## config.mk

```make
export PLATFORM = sky130hd
export DESIGN_NAME = chbc_front_flat
export DESIGN_NICKNAME = d
export VERILOG_FILES = /design/src/hdl/chbc_pkg.sv /design/src/hdl/chbc_event_if.sv /design/src/hdl/chbc_front.sv /design/src/flat_wrapper.sv
export SDC_FILE = /design/constraint.sdc
export NUM_CORES = 2
export LEC_CHECK = 0
export BUFFER_PORTS_ARGS = -buffer_cell sky130_fd_sc_hd__buf_2
export CAP_MARGIN = 20
export CORE_ASPECT_RATIO = 0.5
export CORE_MARGIN = 2
export CORE_UTILIZATION = 45
export CTS_CLUSTER_SIZE = 10
export DETAILED_ROUTE_END_ITERATION = 8
export MAX_ROUTING_LAYER = met4
export PLACE_DENSITY = 0.72
export SYNTH_ARGS = -nofsm -noshare
export SYNTH_HDL_FRONTEND = slang
export SYNTH_SLANG_ARGS = --single-unit
```

## constraint.sdc

```tcl
create_clock -name clk_i -period 25.7 [get_ports clk_i]
set_clock_uncertainty 0.05 [all_clocks]
set_input_delay 3.855 -clock clk_i [delete_from_list [all_inputs] [get_ports clk_i]]
set_output_delay 3.855 -clock clk_i [all_outputs]
set_load 0.02 [all_outputs]
```

## src/hdl/chbc_pkg.sv

```systemverilog
// ----------------------------------------------------------------------------
// chbc_pkg: shared definitions for the coverage hit counter
// Field widths, hash constants, pipeline sizing and the byte hash step.
// ----------------------------------------------------------------------------
package chbc_pkg;

  // beat field widths
  localparam int unsigned ADDR_W     = 64;
  localparam int unsigned ID_W       = 32;
  localparam int unsigned SLOT_OUT_W = 16;
  localparam int unsigned COUNT_W    = 8;

  // default number of counter slots
  localparam int unsigned SLOT_COUNT_DEF = 65536;

  // hash: one pipeline stage per address byte
  localparam int unsigned HASH_BYTES = ADDR_W / 8;
  localparam logic [ADDR_W-1:0] HASH_OFFSET = 64'hcbf2_9ce4_8422_2325;

  // slot reduction: hash bits consumed per pipeline stage
  localparam int unsigned MOD_BITS   = 4;
  localparam int unsigned MOD_STAGES = ADDR_W / MOD_BITS;

  // depth of the queue between front and back
  localparam int unsigned QUEUE_DEPTH = 4;

  // saturation value of a hit counter
  localparam logic [COUNT_W-1:0] COUNT_MAX = 8'hff;

  // one fnv-1a byte step: xor the byte in, then multiply by the prime
  // 2^40 + 435, built from shifts and adds (435 = 256 + 128 + 32 + 16 + 2 + 1)
  function automatic logic [ADDR_W-1:0] fnv_step(input logic [ADDR_W-1:0] acc,
                                                 input logic [7:0]        byte_in);
    logic [ADDR_W-1:0] x;
    x = acc ^ {{(ADDR_W-8){1'b0}}, byte_in};
    return (x << 40) + (x << 8) + (x << 7) + (x << 5) + (x << 4) + (x << 1) + x;
  endfunction

endpackage

```

## src/hdl/chbc_event_if.sv

```systemverilog
// ----------------------------------------------------------------------------
// chbc_event_if: coverage event channel
// Valid/ready channel carrying one guard address and guard id per beat.
// ----------------------------------------------------------------------------
interface chbc_event_if;
  logic                        valid;
  logic                        ready;
  logic [chbc_pkg::ADDR_W-1:0] guard_address;
  logic [chbc_pkg::ID_W-1:0]   guard_id;

  modport source (output valid, output guard_address, output guard_id, input ready);
  modport sink   (input valid, input guard_address, input guard_id, output ready);
endinterface

```

## src/hdl/chbc_front.sv

```systemverilog
// ----------------------------------------------------------------------------
// chbc_front: hash and slot reduction pipeline
// Takes event beats, hashes the address one byte per stage, then reduces the
// hash modulo the slot count a few bits per stage. Stalls as a whole.
// ----------------------------------------------------------------------------
module chbc_front #(
  parameter int unsigned SLOT_COUNT = chbc_pkg::SLOT_COUNT_DEF,
  localparam int unsigned SLOT_W    = $clog2(SLOT_COUNT)
) (
  input  logic              clk_i,
  input  logic              rst_ni,
  chbc_event_if.sink        evt_i,
  input  logic              hold_i,
  output logic              out_valid_o,
  input  logic              out_ready_i,
  output logic [SLOT_W-1:0] out_slot_o,
  output logic              out_nz_o
);

  localparam int unsigned HS = chbc_pkg::HASH_BYTES;
  localparam int unsigned MS = chbc_pkg::MOD_STAGES;
  localparam int unsigned MB = chbc_pkg::MOD_BITS;
  localparam int unsigned AW = chbc_pkg::ADDR_W;
  localparam int unsigned NS = HS + MS;
  localparam logic [SLOT_W:0] NMOD = (SLOT_W+1)'(SLOT_COUNT);

  // restoring remainder step over a few hash bits, msb first
  function automatic logic [SLOT_W-1:0] mod_step(input logic [SLOT_W-1:0] r,
                                                 input logic [MB-1:0]     bits);
    logic [SLOT_W:0]   t;
    logic [SLOT_W-1:0] acc;
    acc = r;
    for (int b = MB - 1; b >= 0; b--) begin
      t = {acc, bits[b]};
      if (t >= NMOD) t = t - NMOD;
      acc = t[SLOT_W-1:0];
    end
    return acc;
  endfunction

  logic          adv;
  logic          in_fire;
  logic [NS-1:0] v_q;

  logic [AW-1:0]     hacc_q  [HS];
  logic [AW-1:0]     haddr_q [HS];
  logic              hnz_q   [HS];
  logic [SLOT_W-1:0] mrem_q  [MS];
  logic [AW-1:0]     mhash_q [MS];
  logic              mnz_q   [MS];

  // whole pipeline moves when its last stage is empty or drained
  assign adv         = !v_q[NS-1] || out_ready_i;
  assign evt_i.ready = adv && !hold_i;
  assign in_fire     = evt_i.valid && evt_i.ready;

  // stage valid bits
  always_ff @(posedge clk_i or negedge rst_ni) begin
    if (!rst_ni) begin
      v_q <= '0;
    end else if (adv) begin
      v_q <= {v_q[NS-2:0], in_fire};
    end
  end

  // hash stages, one address byte each
  for (genvar k = 0; k < HS; k++) begin : g_hash
    if (k == 0) begin : g_first
      always_ff @(posedge clk_i) begin
        if (adv) begin
          hacc_q[0]  <= chbc_pkg::fnv_step(chbc_pkg::HASH_OFFSET, evt_i.guard_address[7:0]);
          haddr_q[0] <= evt_i.guard_address;
          hnz_q[0]   <= (evt_i.guard_id != '0);
        end
      end
    end else begin : g_next
      always_ff @(posedge clk_i) begin
        if (adv) begin
          hacc_q[k]  <= chbc_pkg::fnv_step(hacc_q[k-1], haddr_q[k-1][8*k +: 8]);
          haddr_q[k] <= haddr_q[k-1];
          hnz_q[k]   <= hnz_q[k-1];
        end
      end
    end
  end

  // modulo stages, a nibble of the hash each
  for (genvar j = 0; j < MS; j++) begin : g_mod
    if (j == 0) begin : g_first
      always_ff @(posedge clk_i) begin
        if (adv) begin
          mrem_q[0]  <= mod_step('0, hacc_q[HS-1][AW-1 -: MB]);
          mhash_q[0] <= hacc_q[HS-1];
          mnz_q[0]   <= hnz_q[HS-1];
        end
      end
    end else begin : g_next
      always_ff @(posedge clk_i) begin
        if (adv) begin
          mrem_q[j]  <= mod_step(mrem_q[j-1], mhash_q[j-1][AW-1-MB*j -: MB]);
          mhash_q[j] <= mhash_q[j-1];
          mnz_q[j]   <= mnz_q[j-1];
        end
      end
    end
  end

  assign out_valid_o = v_q[NS-1];
  assign out_slot_o  = mrem_q[MS-1];
  assign out_nz_o    = mnz_q[MS-1];

endmodule

```

## src/flat_wrapper.sv

```systemverilog
// flat-port wrapper written by rule: the top's interface ports become plain ports
module chbc_front_flat 
#(
  parameter int unsigned SLOT_COUNT = chbc_pkg::SLOT_COUNT_DEF,
  localparam int unsigned SLOT_W    = $clog2(SLOT_COUNT)
)
  (clk_i, rst_ni, hold_i, out_valid_o, out_ready_i, out_slot_o, out_nz_o, evt_i_valid, evt_i_guard_address, evt_i_guard_id, evt_i_ready);
  chbc_event_if evt_i_i ();
  input  logic clk_i;
  input  logic rst_ni;
  input  logic hold_i;
  output logic out_valid_o;
  input  logic out_ready_i;
  output logic [SLOT_W-1:0] out_slot_o;
  output logic out_nz_o;
  input wire logic [$bits(evt_i_i.valid)-1:0] evt_i_valid;
  input wire logic [$bits(evt_i_i.guard_address)-1:0] evt_i_guard_address;
  input wire logic [$bits(evt_i_i.guard_id)-1:0] evt_i_guard_id;
  output wire logic [$bits(evt_i_i.ready)-1:0] evt_i_ready;
  assign evt_i_i.valid = evt_i_valid;
  assign evt_i_i.guard_address = evt_i_guard_address;
  assign evt_i_i.guard_id = evt_i_guard_id;
  assign evt_i_ready = evt_i_i.ready;
  chbc_front #(.SLOT_COUNT(SLOT_COUNT)) u_core (.clk_i(clk_i), .rst_ni(rst_ni), .evt_i(evt_i_i), .hold_i(hold_i), .out_valid_o(out_valid_o), .out_ready_i(out_ready_i), .out_slot_o(out_slot_o), .out_nz_o(out_nz_o));
endmodule
```

==> results.md <==
* Status: complete, no violations
* XOR/XNOR Fraction of Synth Area at 6.77%
* Die width at 387 um
* Synth Register Bits at 656
* Core ar. at 0.0728 mm2
* Mapped Nets at 2,658
* Req. time, crit path at 21.80 ns
* Detailed Route Iter0 Violations at 837
* Bufs on Longest Clock Path at 3
* I/O Buffers at 119
* Max Cap Viol at 0
* Max Slew Vio Count at 0
* Setup bufs post-CTS at 0
* Final setup margin at 16.89 ns
* Post-Synth Adder-Cell Area at 24.4%
* WS Path Type: input pin to primary output
* Most frequent cells in the layout: edfxtp_1, inv_1, ha_1
* TritonCTS clock tree: built
* Tightest Pin Transition at 0.962 ns
* Die area at 0.0756 mm2
* Most used cell, CP: buf_2
* Yosys cell types at 45
* Pre-CTS setup slack at 16.84 ns
* Drt total wl at 47,000 um
* First-pass detailed-route iteration total at 5
* CTS root buffer: clkbuf_16
* Die H at 195 um
* Combinational family with the most area after synthesis: adder cells
* Post-Synthesis Cells at 2,054
* Yosys warns at 0
* Share of cells above drive strength 1 at 11.1%
* Most crowded layer after global routing: met2
* DRC errors left at 0
* Final period util at 34.3%
* I/O pin total at 120
* R2R depth at 15
* Worst EP arrival at 4.90 ns
* N_diodes at 0
* Number of synthesized flops with an enable pin at 632
* Hold-fix buffers, CTS at 0
* Crit-path max FO at 56
* Simple-gate area share of the yosys netlist at 1.94%
* Detail Placement HPWL at 33,400 um
* GRT Util Overall at 13.6%
* Largest area contributor in the netlist: edfxtp_1
* # clock sinks at 656
* Hold Vio Cnt, Final at 0
* Ys flop type: edfxtp_1
* TNS Setup at 0 ns
* Grt total ovfl at 0
* Yosys top cell area share at 57.5%
* Critical Path Start Type: input pin
* Met2 usage at 21.8%
* WL per Instance at 14.5 um
* Crit-path cells: buf_2 -> nand2b_4 -> nor2b_1 -> buf_2
* Min Tclk post-route at 8.81 ns
* Delay-heaviest family, CP: simple AND/OR/NAND/NOR gates
* Cts repair resizes at 0
* Fillcell total at 5,946
* First-pass GRT wire length at 80,200 um
* Number of global-route vias before repair at 16,655
* Vias at 15,420
* Setup violations, final at 0
* DR vias/cell at 4.75
* Slew HR at 35.9%
* Largest net degree at the start of global routing at 169
* Worst-Skew Late Latency at 0.66 ns
* Async set or reset register ratio after synthesis at 3.66%
* H-tree levels at 3
* Cts bufs inserted at 76
* Crit-path max cell delay at 0.59 ns
* Grt met1 use at 16.9%
* Worst min path class: flip-flop to flip-flop
* Fin nets at 2,862
* Starting Density at 45.3%
* Max Clk Rate at 0.114 GHz
* Commonest non-fill, non-tap cell in the layout: edfxtp_1
* CP Buf/Inv Count at 2
* Cell count of the worst hold path at 0
* Syn avg cell area at 16.1 um2
* Clk slew on worst S/H paths at 0.05 ns
* Routed Antenna Nets at 0
* Standard-cell row count at 70
* Setup crit end kind: primary output
* Sequential fraction of the synthesis area at 59.3%
* Ranking of synthesized cells by area: edfxtp_1, fa_1, ha_1
* Met3 usage at 3.57%
* Antenna violations before repair at 0
* Unrepaired setup endpoints after global routing: false
* Compound-Gate Fraction of Synth Area at 3.09%
* Gpl congestion at 0.850
* Post-synthesis mux area share at 0.751%
* Area growth from synthesis to layout at 12.2%
* Stages on worst setup path at 4
* Cell area after synthesis at 0.0330 mm2
* Critical path's slowest cell: nand2b_4
## final timing paths
kind	startpoint	to	slack, ns
min in group asynchronous	rst_ni	u_core.v_q[23]	3.11
worst min-delay path	u_core.haddr_q[1][60]	u_core.haddr_q[2][60]	0.34
max in group asynchronous	rst_ni	u_core.v_q[13]	22.13
worst max register to register	u_core.haddr_q[4][43]	u_core.hacc_q[1][79]	20.59
worst max-delay path	out_ready_i	evt_i_ready	16.89
worst min register to register	u_core.haddr_q[1][60]	u_core.haddr_q[2][60]	0.34
## cell type report
| cell class | count | area [um2] | share of cell area (%) |
|---|---|---|---|
| sequential | 656 | 19600 | 52.9 |
| tap | 972 | 1220 | 3.28 |
| clock inverter | 11 | 199 | 0.537 |
| clock buffer | 86 | 1940 | 5.24 |
| timing repair buffer | 129 | 683 | 1.84 |
| multi-input combinational | 1070 | 12200 | 32.9 |
| inverter | 325 | 1220 | 3.29 |
## metal layers
layer  wire length (um)  up-vias
met1              21700     7675
li1                   -     7503
met5                  0        -
met4                973        0
met2              22500      169
met3               1830       73
## sequential cells by signal (all words and copies together) (netlist names)
register and cells:
u_core.mnz_q 16, u_core.mhash_q 216, u_core.hnz_q 8, u_core.haddr_q 224, u_core.hacc_q 128, u_core.v_q 24, u_core.mrem_q 40
## cells by family (layout without fill, tap and decap cells)
kind of cell	Yosys count	count (layout)
multiplexers	22	22
adder cells (fa/ha/maj)	506	506
XOR/XNOR	254	254
flip-flops	656	656
AND/OR/NAND/NOR	126	126
AO/OA/AOI/OAI	162	162
buffers and inverters	328	551
## Yosys cell counts, drive strengths merged, types with 11 or more instances
cell / count
edfxtp: 632
inv: 324
ha: 274
fa: 229
xnor2: 168
xor2: 86
a21oi: 62
a21o: 36
nor2: 31
o21ai: 28
dfrtp: 24
nand2: 24
mux2: 22
nand2b: 16
nor4: 11
## per-stage QoR
stage	std cells	hold WS [ns]	util, %	instance area [um2]
final	3249	0.342	50.9	37000
after global routing	3249	0.353	50.9	37000
after CTS	3249	0.338	50.9	37000
after detailed placement	3152	0.355	47.9	34900
after global placement	3152	0.351	47.9	34900
after floorplan	2054	0.350	-	33000
Power is not shown: default switching activity piles up to over one toggle a cycle in this logic, so the estimate is an artifact.
