===== src/hdl/chbc_pkg.sv =====
// ----------------------------------------------------------------------------
// chbc_pkg: shared definitions for the coverage hit counter
// Field widths, hash constants, pipeline sizing and the byte hash step.
// ----------------------------------------------------------------------------
package chbc_pkg;

  // beat field widths
  localparam int unsigned ADDR_W     = 64;
  localparam int unsigned ID_W       = 32;
  localparam int unsigned SLOT_OUT_W = 16;
  localparam int unsigned COUNT_W    = 8;

  // default number of counter slots
  localparam int unsigned SLOT_COUNT_DEF = 65536;

  // hash: one pipeline stage per address byte
  localparam int unsigned HASH_BYTES = ADDR_W / 8;
  localparam logic [ADDR_W-1:0] HASH_OFFSET = 64'hcbf2_9ce4_8422_2325;

  // slot reduction: hash bits consumed per pipeline stage
  localparam int unsigned MOD_BITS   = 4;
  localparam int unsigned MOD_STAGES = ADDR_W / MOD_BITS;

  // depth of the queue between front and back
  localparam int unsigned QUEUE_DEPTH = 4;

  // saturation value of a hit counter
  localparam logic [COUNT_W-1:0] COUNT_MAX = 8'hff;

  // one fnv-1a byte step: xor the byte in, then multiply by the prime
  // 2^40 + 435, built from shifts and adds (435 = 256 + 128 + 32 + 16 + 2 + 1)
  function automatic logic [ADDR_W-1:0] fnv_step(input logic [ADDR_W-1:0] acc,
                                                 input logic [7:0]        byte_in);
    logic [ADDR_W-1:0] x;
    x = acc ^ {{(ADDR_W-8){1'b0}}, byte_in};
    return (x << 40) + (x << 8) + (x << 7) + (x << 5) + (x << 4) + (x << 1) + x;
  endfunction

endpackage


===== src/hdl/chbc_queue.sv =====
// ----------------------------------------------------------------------------
// chbc_queue: short fifo between front and back
// Registered storage, ready is not full, data is shown from the head entry.
// ----------------------------------------------------------------------------
module chbc_queue #(
  parameter int unsigned W     = 8,
  parameter int unsigned DEPTH = chbc_pkg::QUEUE_DEPTH,
  localparam int unsigned PW   = (DEPTH > 1) ? $clog2(DEPTH) : 1,
  localparam int unsigned CW   = $clog2(DEPTH + 1)
) (
  input  logic         clk_i,
  input  logic         rst_ni,
  input  logic         push_valid_i,
  output logic         push_ready_o,
  input  logic [W-1:0] push_data_i,
  output logic         pop_valid_o,
  input  logic         pop_ready_i,
  output logic [W-1:0] pop_data_o
);

  localparam logic [PW-1:0] LAST_PTR = PW'(DEPTH - 1);
  localparam logic [CW-1:0] FULL_CNT = CW'(DEPTH);

  logic [W-1:0]  mem_q [DEPTH];
  logic [PW-1:0] wr_ptr_q, rd_ptr_q;
  logic [CW-1:0] cnt_q;
  logic          push, pop;

  assign push_ready_o = (cnt_q != FULL_CNT);
  assign pop_valid_o  = (cnt_q != '0);
  assign push         = push_valid_i && push_ready_o;
  assign pop          = pop_valid_o && pop_ready_i;
  assign pop_data_o   = mem_q[rd_ptr_q];

  // pointers and fill count
  always_ff @(posedge clk_i or negedge rst_ni) begin
    if (!rst_ni) begin
      wr_ptr_q <= '0;
      rd_ptr_q <= '0;
      cnt_q    <= '0;
    end else begin
      if (push) wr_ptr_q <= (wr_ptr_q == LAST_PTR) ? '0 : wr_ptr_q + PW'(1);
      if (pop)  rd_ptr_q <= (rd_ptr_q == LAST_PTR) ? '0 : rd_ptr_q + PW'(1);
      if (push && !pop)      cnt_q <= cnt_q + CW'(1);
      else if (pop && !push) cnt_q <= cnt_q - CW'(1);
    end
  end

  // entry storage
  always_ff @(posedge clk_i) begin
    if (push) mem_q[wr_ptr_q] <= push_data_i;
  end

endmodule


===== config.mk =====
export PLATFORM = sky130hd
export DESIGN_NAME = chbc_queue
export DESIGN_NICKNAME = d
export VERILOG_FILES = /design/src/hdl/chbc_pkg.sv /design/src/hdl/chbc_queue.sv
export SDC_FILE = /design/constraint.sdc
export NUM_CORES = 1
export LEC_CHECK = 0
export BUFFER_PORTS_ARGS = -buffer_cell sky130_fd_sc_hd__buf_2
export CAP_MARGIN = 0
export CORE_MARGIN = 2
export CORE_UTILIZATION = 63
export CTS_BUF_LIST = sky130_fd_sc_hd__clkbuf_2 sky130_fd_sc_hd__clkbuf_4 sky130_fd_sc_hd__clkbuf_8
export DETAILED_ROUTE_END_ITERATION = 10
export PLACE_DENSITY = 0.85
export SYNTH_ARGS = -nofsm -noshare
export SYNTH_HDL_FRONTEND = slang
export SYNTH_SLANG_ARGS = --single-unit

===== constraint.sdc =====
create_clock -name clk_i -period 5.35 [get_ports clk_i]
set_clock_uncertainty 0.2 [all_clocks]
set_input_delay 0.535 -clock clk_i [delete_from_list [all_inputs] [get_ports clk_i]]
set_output_delay 0.535 -clock clk_i [all_outputs]
set_load 0.01 [all_outputs]

==> flow_summary.rst, run 1 <==
.. list-table::
   :header-rows: 1

   * - Metric
     - Value
   * - Highest fanout seen on the critical path
     - 11
   * - Critical Path AT
     - 1.80 ns
   * - Routability cong.
     - 0.6898
   * - Post-Synthesis Mean Instance Area
     - 20.24 sq um
   * - Final period utilization
     - 47.43%
   * - Setup crit start kind
     - flop
   * - Critical path class
     - reg2out
   * - Synth Net Count
     - 98
   * - Final setup violation count
     - 0
   * - H-tree depth
     - 2
   * - Critical Path RT
     - 4.62 ns
   * - Antenna Violating Nets Remaining
     - 0
   * - Fraction of final layout cells sized beyond drive strength 1
     - 42.06%
   * - Buffer depth of the longest clock path
     - 2
   * - Worst slew pin tran
     - 0.5746 ns
   * - Total cell area at the placement stage
     - 0.001733 sq mm
   * - Number of buffers created by CTS
     - 5
   * - Total die area
     - 0.002957 sq mm
   * - Largest area contributor in the synthesized netlist
     - sky130_fd_sc_hd__edfxtp_1
   * - Maximum operating frequency
     - 0.3941 GHz
   * - Overall global routing resource usage
     - 19.94%
   * - Final wirelength
     - 2.380 mm
   * - Pins Over Slew Limit
     - 0
   * - Post-route cell area
     - 0.001803 sq mm
   * - Power density over the cells
     - 522.8 mW/mm^2
   * - Clock transition at the register clock pins on the worst setup and hold paths after CTS
     - 0.10 ns
   * - Yosys reg bits
     - 39
   * - Antenna Diode Count
     - 0
   * - Min Clock Period, post-route
     - 2.537 ns
   * - Number of placement rows
     - 18
   * - Die Y
     - 54.38 microns
   * - Critical Path Sink Type
     - output port
   * - Netlist Area Pre-Place
     - 0.001599 sq mm
   * - Number of hold violations in the final report
     - 0
   * - Class of the tightest hold or removal check
     - in2reg
   * - Fin Setup TNS
     - 0 ns
   * - Placeable core area
     - 0.002432 sq mm
   * - TritonCTS clock tree
     - yes
   * - Vias in the first global route
     - 795
   * - Proportion of netlist area held by the largest area contributor
     - 60.09%
   * - Leakage power total
     - 0.6860 nW
   * - Initial core utilization
     - 65.74%
   * - Source-to-sink clock delay at the later pin of the worst-skew pair
     - 0.34 ns
   * - Total half-perimeter wirelength after legalization and detailed placement
     - 1.724 mm
   * - Number of max-cap violations
     - 0
   * - I/O pin count
     - 22
   * - Layout Area Growth over Synthesis
     - 12.75%
   * - Initial antenna violation count
     - 0
   * - Max-Slew Margin vs Limit
     - 61.69%
   * - Pin count of the biggest net entering global routing
     - 12
   * - Routed length per instance
     - 17.37 microns
   * - Violation count after the first detailed-route iteration
     - 19
   * - Unrepaired setup endpoints after global routing
     - no
   * - Number of warnings issued by yosys
     - 0
   * - Maximum vdd ir drop
     - 353.2 uV
   * - Number of distinct library cell variants in the gate-level netlist after synthesis
     - 18
   * - Detail-routed via count per cell
     - 5.591
   * - Die extent in x
     - 54.38 microns
   * - Synthesized netlist cell count
     - 79
   * - Total overflow reported by the global router
     - 0
   * - Global-route wire length before repair
     - 3.712 mm
   * - Number of clock sinks
     - 39
   * - Sequential share of the synthesized area
     - 71.05%
   * - Status
     - complete, no violations
   * - Clock root cell
     - sky130_fd_sc_hd__clkbuf_4
   * - Drc violations
     - 0
   * - Top cells by area, synth
     - sky130_fd_sc_hd__edfxtp_1 60%, sky130_fd_sc_hd__mux4_2 11%, sky130_fd_sc_hd__dfrtp_1 11%, sky130_fd_sc_hd__ha_1 4.7%, sky130_fd_sc_hd__mux2_2 2.1%
   * - I/O Buffers
     - 21
   * - Final Net Count
     - 125
   * - Total number of vias
     - 766
   * - Pre-antenna DRT Iters
     - 4
-- sequential cells by signal (all words and copies together), names as in the netlist --
register and flops:
rd_ptr_q 2, wr_ptr_q 2, cnt_q 3, mem_q 32
-- power breakdown --
| group | internal, mW | switching (mW) | leakage (nW) | total (mW) |
|---|---|---|---|---|
| Clock | 0.0676 | 0.0856 | 0.0368 | 0.153 |
| Combinational | 0.172 | 0.137 | 0.274 | 0.309 |
| Sequential | 0.411 | 0.0696 | 0.375 | 0.481 |
-- metal layers --
| metal | vias to the layer above | part of all wire [%] | GRT usage [%] |
|---|---|---|---|
| met3 | 8 | 5.3 | 5.191 |
| met5 | - | 0 | 0 |
| met1 | 379 | 39 | 22.42 |
| met2 | 21 | 53 | 33.13 |
| met4 | 0 | 2.5 | 13.75 |
| li1 | 358 | - | - |
-- area by class of cell --
cell class              instances  area [sq um]
flip-flops and latches         39          1136
well taps                      30         37.54
repair buffers                 22         115.1
clock buffers                   8         60.06
multi-input cells              35         442.9
inverters                       3         11.26
fillers                       155         629.4
-- path summary, 6_finish.rpt --
kind	start	endpoint	slack [ns]	cells after the start
max	rd_ptr_q[0]	pop_data_o[5]	2.81	2
min	push_data_i[3]	mem_q[1][3]	0.21	1
max reg2reg	cnt_q[2]	cnt_q[2]	3.10	8
min reg2reg	cnt_q[2]	cnt_q[2]	0.35	1
max in group asynchronous	rst_ni	wr_ptr_q[0]	4.45	2
min in group asynchronous	rst_ni	cnt_q[1]	0.34	2
-- cell usage after synthesis --
master and n:
sky130_fd_sc_hd__ha_1 6, sky130_fd_sc_hd__nand2_1 1, sky130_fd_sc_hd__and2_1 4, sky130_fd_sc_hd__fa_1 1, sky130_fd_sc_hd__nor2_1 4, sky130_fd_sc_hd__dfrtp_1 7
sky130_fd_sc_hd__edfxtp_1 32, sky130_fd_sc_hd__or3_4 1, sky130_fd_sc_hd__xor2_1 2, sky130_fd_sc_hd__a21boi_2 1, sky130_fd_sc_hd__inv_1 3, sky130_fd_sc_hd__mux4_2 8
sky130_fd_sc_hd__nand2_4 1, sky130_fd_sc_hd__clkbuf_1 1, sky130_fd_sc_hd__mux2_2 3, sky130_fd_sc_hd__xnor2_1 1, sky130_fd_sc_hd__mux2_4 2, sky130_fd_sc_hd__buf_2 1
-- what timing repair did --
| item | CTS | global route |
|---|---|---|
| endpoints found under the hold margin | 7 | 0 |
| hold buffers | 1 | 0 |
| setup buffers | 0 | 0 |
| gates resized for setup | 0 | 0 |
-- critical path, stage by stage (launching register included) --
cell,delay (ns)
sky130_fd_sc_hd__dfrtp_1,0.72
sky130_fd_sc_hd__mux4_2,0.58
sky130_fd_sc_hd__buf_2,0.15
-- cells by family after synthesis --
logic type | synth area share [%]
adders and majority gates | 5.947
AOI/OAI and AO/OA | 0.7042
xor gates and xnor gates | 1.643
muxes | 15.26
and+or+nand+nor | 4.146
buffers and inverters | 1.251
DFF | 71.05
-- stage by stage --
stage | setup slack, ns | utilization (%) | instances | hold slack, ns | power [mW]
floorplan | 3.185 | - | 79 | 0.03941 | 0.7017
global placement | 3.131 | 71.24 | 128 | 0.1737 | 0.7871
detailed placement | 3.076 | 71.24 | 128 | 0.1785 | 0.8041
CTS | 2.747 | 74.13 | 137 | 0.1949 | 0.9572
global route | 2.682 | 74.13 | 137 | 0.2054 | 1.007
finish | 2.813 | 74.13 | 137 | 0.2088 | 0.9427
-- cells in the final DEF, fill, tap and decap left out, drive strengths merged --
cell type | synthesis | final
ha | 6 | 6
mux2 | 5 | 5
or3 | 1 | 1
nor2 | 4 | 4
xor2 | 2 | 2
dfrtp | 7 | 7
and2 | 4 | 4
xnor2 | 1 | 1
inv | 3 | 3
nand2 | 2 | 2
mux4 | 8 | 8
clkbuf | 1 | 8
a21boi | 1 | 1
edfxtp | 32 | 32
buf | 1 | 21
fa | 1 | 1
dlygate4sd3 | 0 | 1
Power figures use the tool's default switching activity.
==> inputs of run 2 (changes only) <==
Settings changed: CORE_UTILIZATION 63 to 53, PLACE_DENSITY 0.85 to 0.76.
Clock period 5.35 ns to 2.11 ns, I/O delays scaled along.
==> flow_summary.rst, run 2 (synthesized netlist as in run 1, its figures left out) <==
.. list-table::
   :header-rows: 1

   * - Metric
     - Value
   * - Comb power frac
     - 36.1% (was 32.8%)
   * - Critical path class
     - reg2reg (was reg2out)
   * - Final wirelength
     - 2.445 mm (was 2.380 mm)
   * - Power density over the cells
     - 1277 mW/mm^2 (was 522.8 mW/mm^2)
   * - Final WS setup
     - 0.05116 ns (was 2.813 ns)
   * - Internal
     - 1.713 mW (was 650.3 uW)
   * - Number of placement rows
     - 19 (was 18)
   * - Max-Slew Margin vs Limit
     - 71.51% (was 61.69%)
   * - Unrepaired setup endpoints after global routing
     - yes (was no)
   * - I/O Buffers
     - 21 (unchanged)
   * - Status
     - finished with violations (was complete, no violations)
   * - Placeable core area
     - 0.002805 sq mm (was 0.002432 sq mm)
   * - Highest fanout seen on the critical path
     - 3 (was 11)
   * - Clock transition at the register clock pins on the worst setup and hold paths after CTS
     - 0.11 ns (was 0.10 ns)
   * - Critical Path RT
     - 2.18 ns (was 4.62 ns)
   * - Layout Area Growth over Synthesis
     - 21.36% (was 12.75%)
   * - Clock root cell
     - sky130_fd_sc_hd__clkbuf_4 (unchanged)
   * - Total power
     - 2.478 mW (was 942.7 uW)
   * - Flip-flop count of the largest register, all copies and words added
     - 32 (unchanged)
   * - Drc violations
     - 2 (was 0)
   * - Initial antenna violation count
     - 0 (unchanged)
   * - Critical R2R Launch
     - cnt_q[0] (was cnt_q[2])
   * - TritonCTS clock tree
     - yes (unchanged)
   * - Critical Path AT
     - 2.13 ns (was 1.80 ns)
   * - Routed length per instance
     - 16.19 microns (was 17.37 microns)
   * - Final period utilization
     - 97.58%
   * - Setup slack after placement
     - 0.008182 ns (was 3.076 ns)
   * - Relative contribution of the clock network to total power
     - 15.2% (was 16.2%)
   * - Source-to-sink clock delay at the later pin of the worst-skew pair
     - 0.34 ns (about the same)
   * - Initial core utilization
     - 57.00% (was 65.74%)
   * - Maximum operating frequency
     - 0.4857 GHz
   * - Top reg by flops
     - mem_q (unchanged)
   * - Worst hold slack
     - 0.02014 ns (was 0.2088 ns)
   * - Detail-routed via count per cell
     - 5.318 (was 5.591)
   * - Total half-perimeter wirelength after legalization and detailed placement
     - 1.728 mm (was 1.724 mm)
   * - Number of buffers created by CTS
     - 5 (unchanged)
   * - Class of the tightest hold or removal check
     - in2async (was in2reg)
   * - Global-route wire length before repair
     - 3.822 mm (was 3.712 mm)
   * - Die Y
     - 58.93 microns (was 54.38 microns)
   * - Overall global routing resource usage
     - 16.66% (was 19.94%)
   * - I/O pin count
     - 22 (unchanged)
   * - Maximum vdd ir drop
     - 947.5 uV (was 353.2 uV)
   * - Leakage power total
     - 0.7412 nW (was 0.6860 nW)
   * - Leading cell type in the layout, fill and taps excluded
     - sky130_fd_sc_hd__edfxtp_1 (unchanged)
   * - Sw Pwr
     - 764.7 uW (was 292.3 uW)
   * - Antenna Diode Count
     - 0 (unchanged)
   * - Fill cell count
     - 197 (was 155)
   * - Die extent in x
     - 58.93 microns (was 54.38 microns)
   * - Fraction of final layout cells sized beyond drive strength 1
     - 45.00% (was 42.06%)
   * - Reg power frac
     - 48.7% (was 51.0%)
   * - Regs by FF count
     - mem_q x32, cnt_q x3 (unchanged)
   * - Commonest non-fill, non-tap cells in the layout
     - 32 x sky130_fd_sc_hd__edfxtp_1, 21 x sky130_fd_sc_hd__buf_2, 9 x sky130_fd_sc_hd__dlygate4sd3_1, 8 x sky130_fd_sc_hd__mux4_2, 7 x sky130_fd_sc_hd__clkbuf_4 (was 32 x sky130_fd_sc_hd__edfxtp_1, 21 x sky130_fd_sc_hd__buf_2, 8 x sky130_fd_sc_hd__mux4_2, 8 x sky130_fd_sc_hd__clkbuf_4, 7 x sky130_fd_sc_hd__dfrtp_1)
   * - Pins Over Slew Limit
     - 0 (unchanged)
   * - Routability cong.
     - 0.8056 (was 0.6898)
   * - Pin count of the biggest net entering global routing
     - 12 (unchanged)
   * - Total number of vias
     - 803 (was 766)
   * - Setup crit start kind
     - flop (unchanged)
   * - Pre-antenna DRT Iters
     - 6 (was 4)
   * - Violation count after the first detailed-route iteration
     - 16 (was 19)
   * - Sw Ratio
     - 30.86% (was 31.01%)
   * - Number of max-cap violations
     - 0 (unchanged)
   * - Worst slew pin tran
     - 0.4273 ns (was 0.5746 ns)
   * - Number of clock sinks
     - 39 (unchanged)
   * - Vias in the first global route
     - 826 (was 795)
   * - Total die area
     - 0.003472 sq mm (was 0.002957 sq mm)
   * - Antenna Violating Nets Remaining
     - 0 (unchanged)
   * - H-tree depth
     - 2 (unchanged)
   * - Buffer depth of the longest clock path
     - 2 (unchanged)
   * - Number of hold violations in the final report
     - 0 (unchanged)
   * - Violated checks
     - design-rule violations
   * - Final setup violation count
     - 0 (unchanged)
   * - Total overflow reported by the global router
     - 0 (unchanged)
   * - Critical Path Sink Type
     - flop (was output port)
   * - Final Net Count
     - 138 (was 125)
   * - Min Clock Period, post-route
     - 2.059 ns
   * - Fin Setup TNS
     - 0 ns (unchanged)
   * - Timing startpoint of the critical path
     - cnt_q[0] (was rd_ptr_q[0])
[run 2: worst paths after layout]
| path | end | slack [ns] | cells after the start |
|---|---|---|---|
| worst min-delay path | cnt_q[2] | 0.02 | 2 |
| worst min register to register | wr_ptr_q[1] | 0.39 | 1 |
| min in group clk_i | cnt_q[0] | 0.07 | 4 |
| worst max register to register | cnt_q[2] | 0.05 | 8 |
| worst max-delay path | cnt_q[2] | 0.05 | 8 |
| max in group asynchronous | rd_ptr_q[0] | 1.51 | 2 |
[run 2: routing by layer]
| metal | GRT usage [%] | share of wire, % | routed length [microns] | vias to the layer above |
|---|---|---|---|---|
| met4 | 8.766 | 2.5 | 61 | 0 |
| li1 | - | - | - | 385 |
| met2 | 27.46 | 52 | 1269 | 17 |
| met1 | 19.07 | 41 | 1014 | 397 |
| met5 | 0 | 0 | 0 | - |
| met3 | 5.934 | 4.1 | 101 | 4 |
[run 2: worst max-delay path, stage by stage, from the launching register on]
cell and delay (ns):
sky130_fd_sc_hd__dfrtp_1 0.42, sky130_fd_sc_hd__or3_4 0.39, sky130_fd_sc_hd__nand2_4 0.09, sky130_fd_sc_hd__ha_4 0.13, sky130_fd_sc_hd__inv_1 0.04, sky130_fd_sc_hd__fa_2 0.32
sky130_fd_sc_hd__xor2_1 0.15, sky130_fd_sc_hd__nor2_1 0.11, sky130_fd_sc_hd__xor2_1 0.14
[run 2: area by class of cell]
class / count / area [sq um] / share of cell area [%]
Sequential cell: 39 / 1140 / 58.74
Multi-Input combinational cell: 35 / 460.4 / 23.73
Timing Repair Buffer: 35 / 232.7 / 11.99
Clock buffer: 7 / 52.55 / 2.708
Tap cell: 31 / 38.79 / 1.999
Inverter: 3 / 11.26 / 0.5803
Clock inverter: 1 / 5.005 / 0.2579
[run 2: what timing repair did]
item / in CTS / in global routing
gates cloned: 0 / 0
endpoints found under the setup margin: 8 / 10
pin swaps: 0 / 2
resized for setup: 1 / 2
hold buffers: 9 / 0
endpoints found under the hold margin: 39 / 0
buffers inserted: 0 / 1
[run 2: power by group through the flow]
| stage | Combinational (mW) | Clock (mW) | Sequential (mW) |
|---|---|---|---|
| detailed placement | 0.888 | 0 | 1.22 |
| floorplan | 0.662 | 0 | 1.13 |
| global route | 0.988 | 0.417 | 1.24 |
| CTS | 0.905 | 0.389 | 1.21 |
| finish | 0.896 | 0.376 | 1.21 |
| global placement | 0.855 | 0 | 1.21 |
[run 2: per-stage QoR]
stage	cell area (sq um)	cells	util [%]
5_1_grt	1941	151	69.18
4_1_cts	1928	150	68.73
6_report	1941	151	69.18
3_5_place_dp	1779	133	63.43
3_3_place_gp	1779	133	63.43
2_1_floorplan	1614	79	-
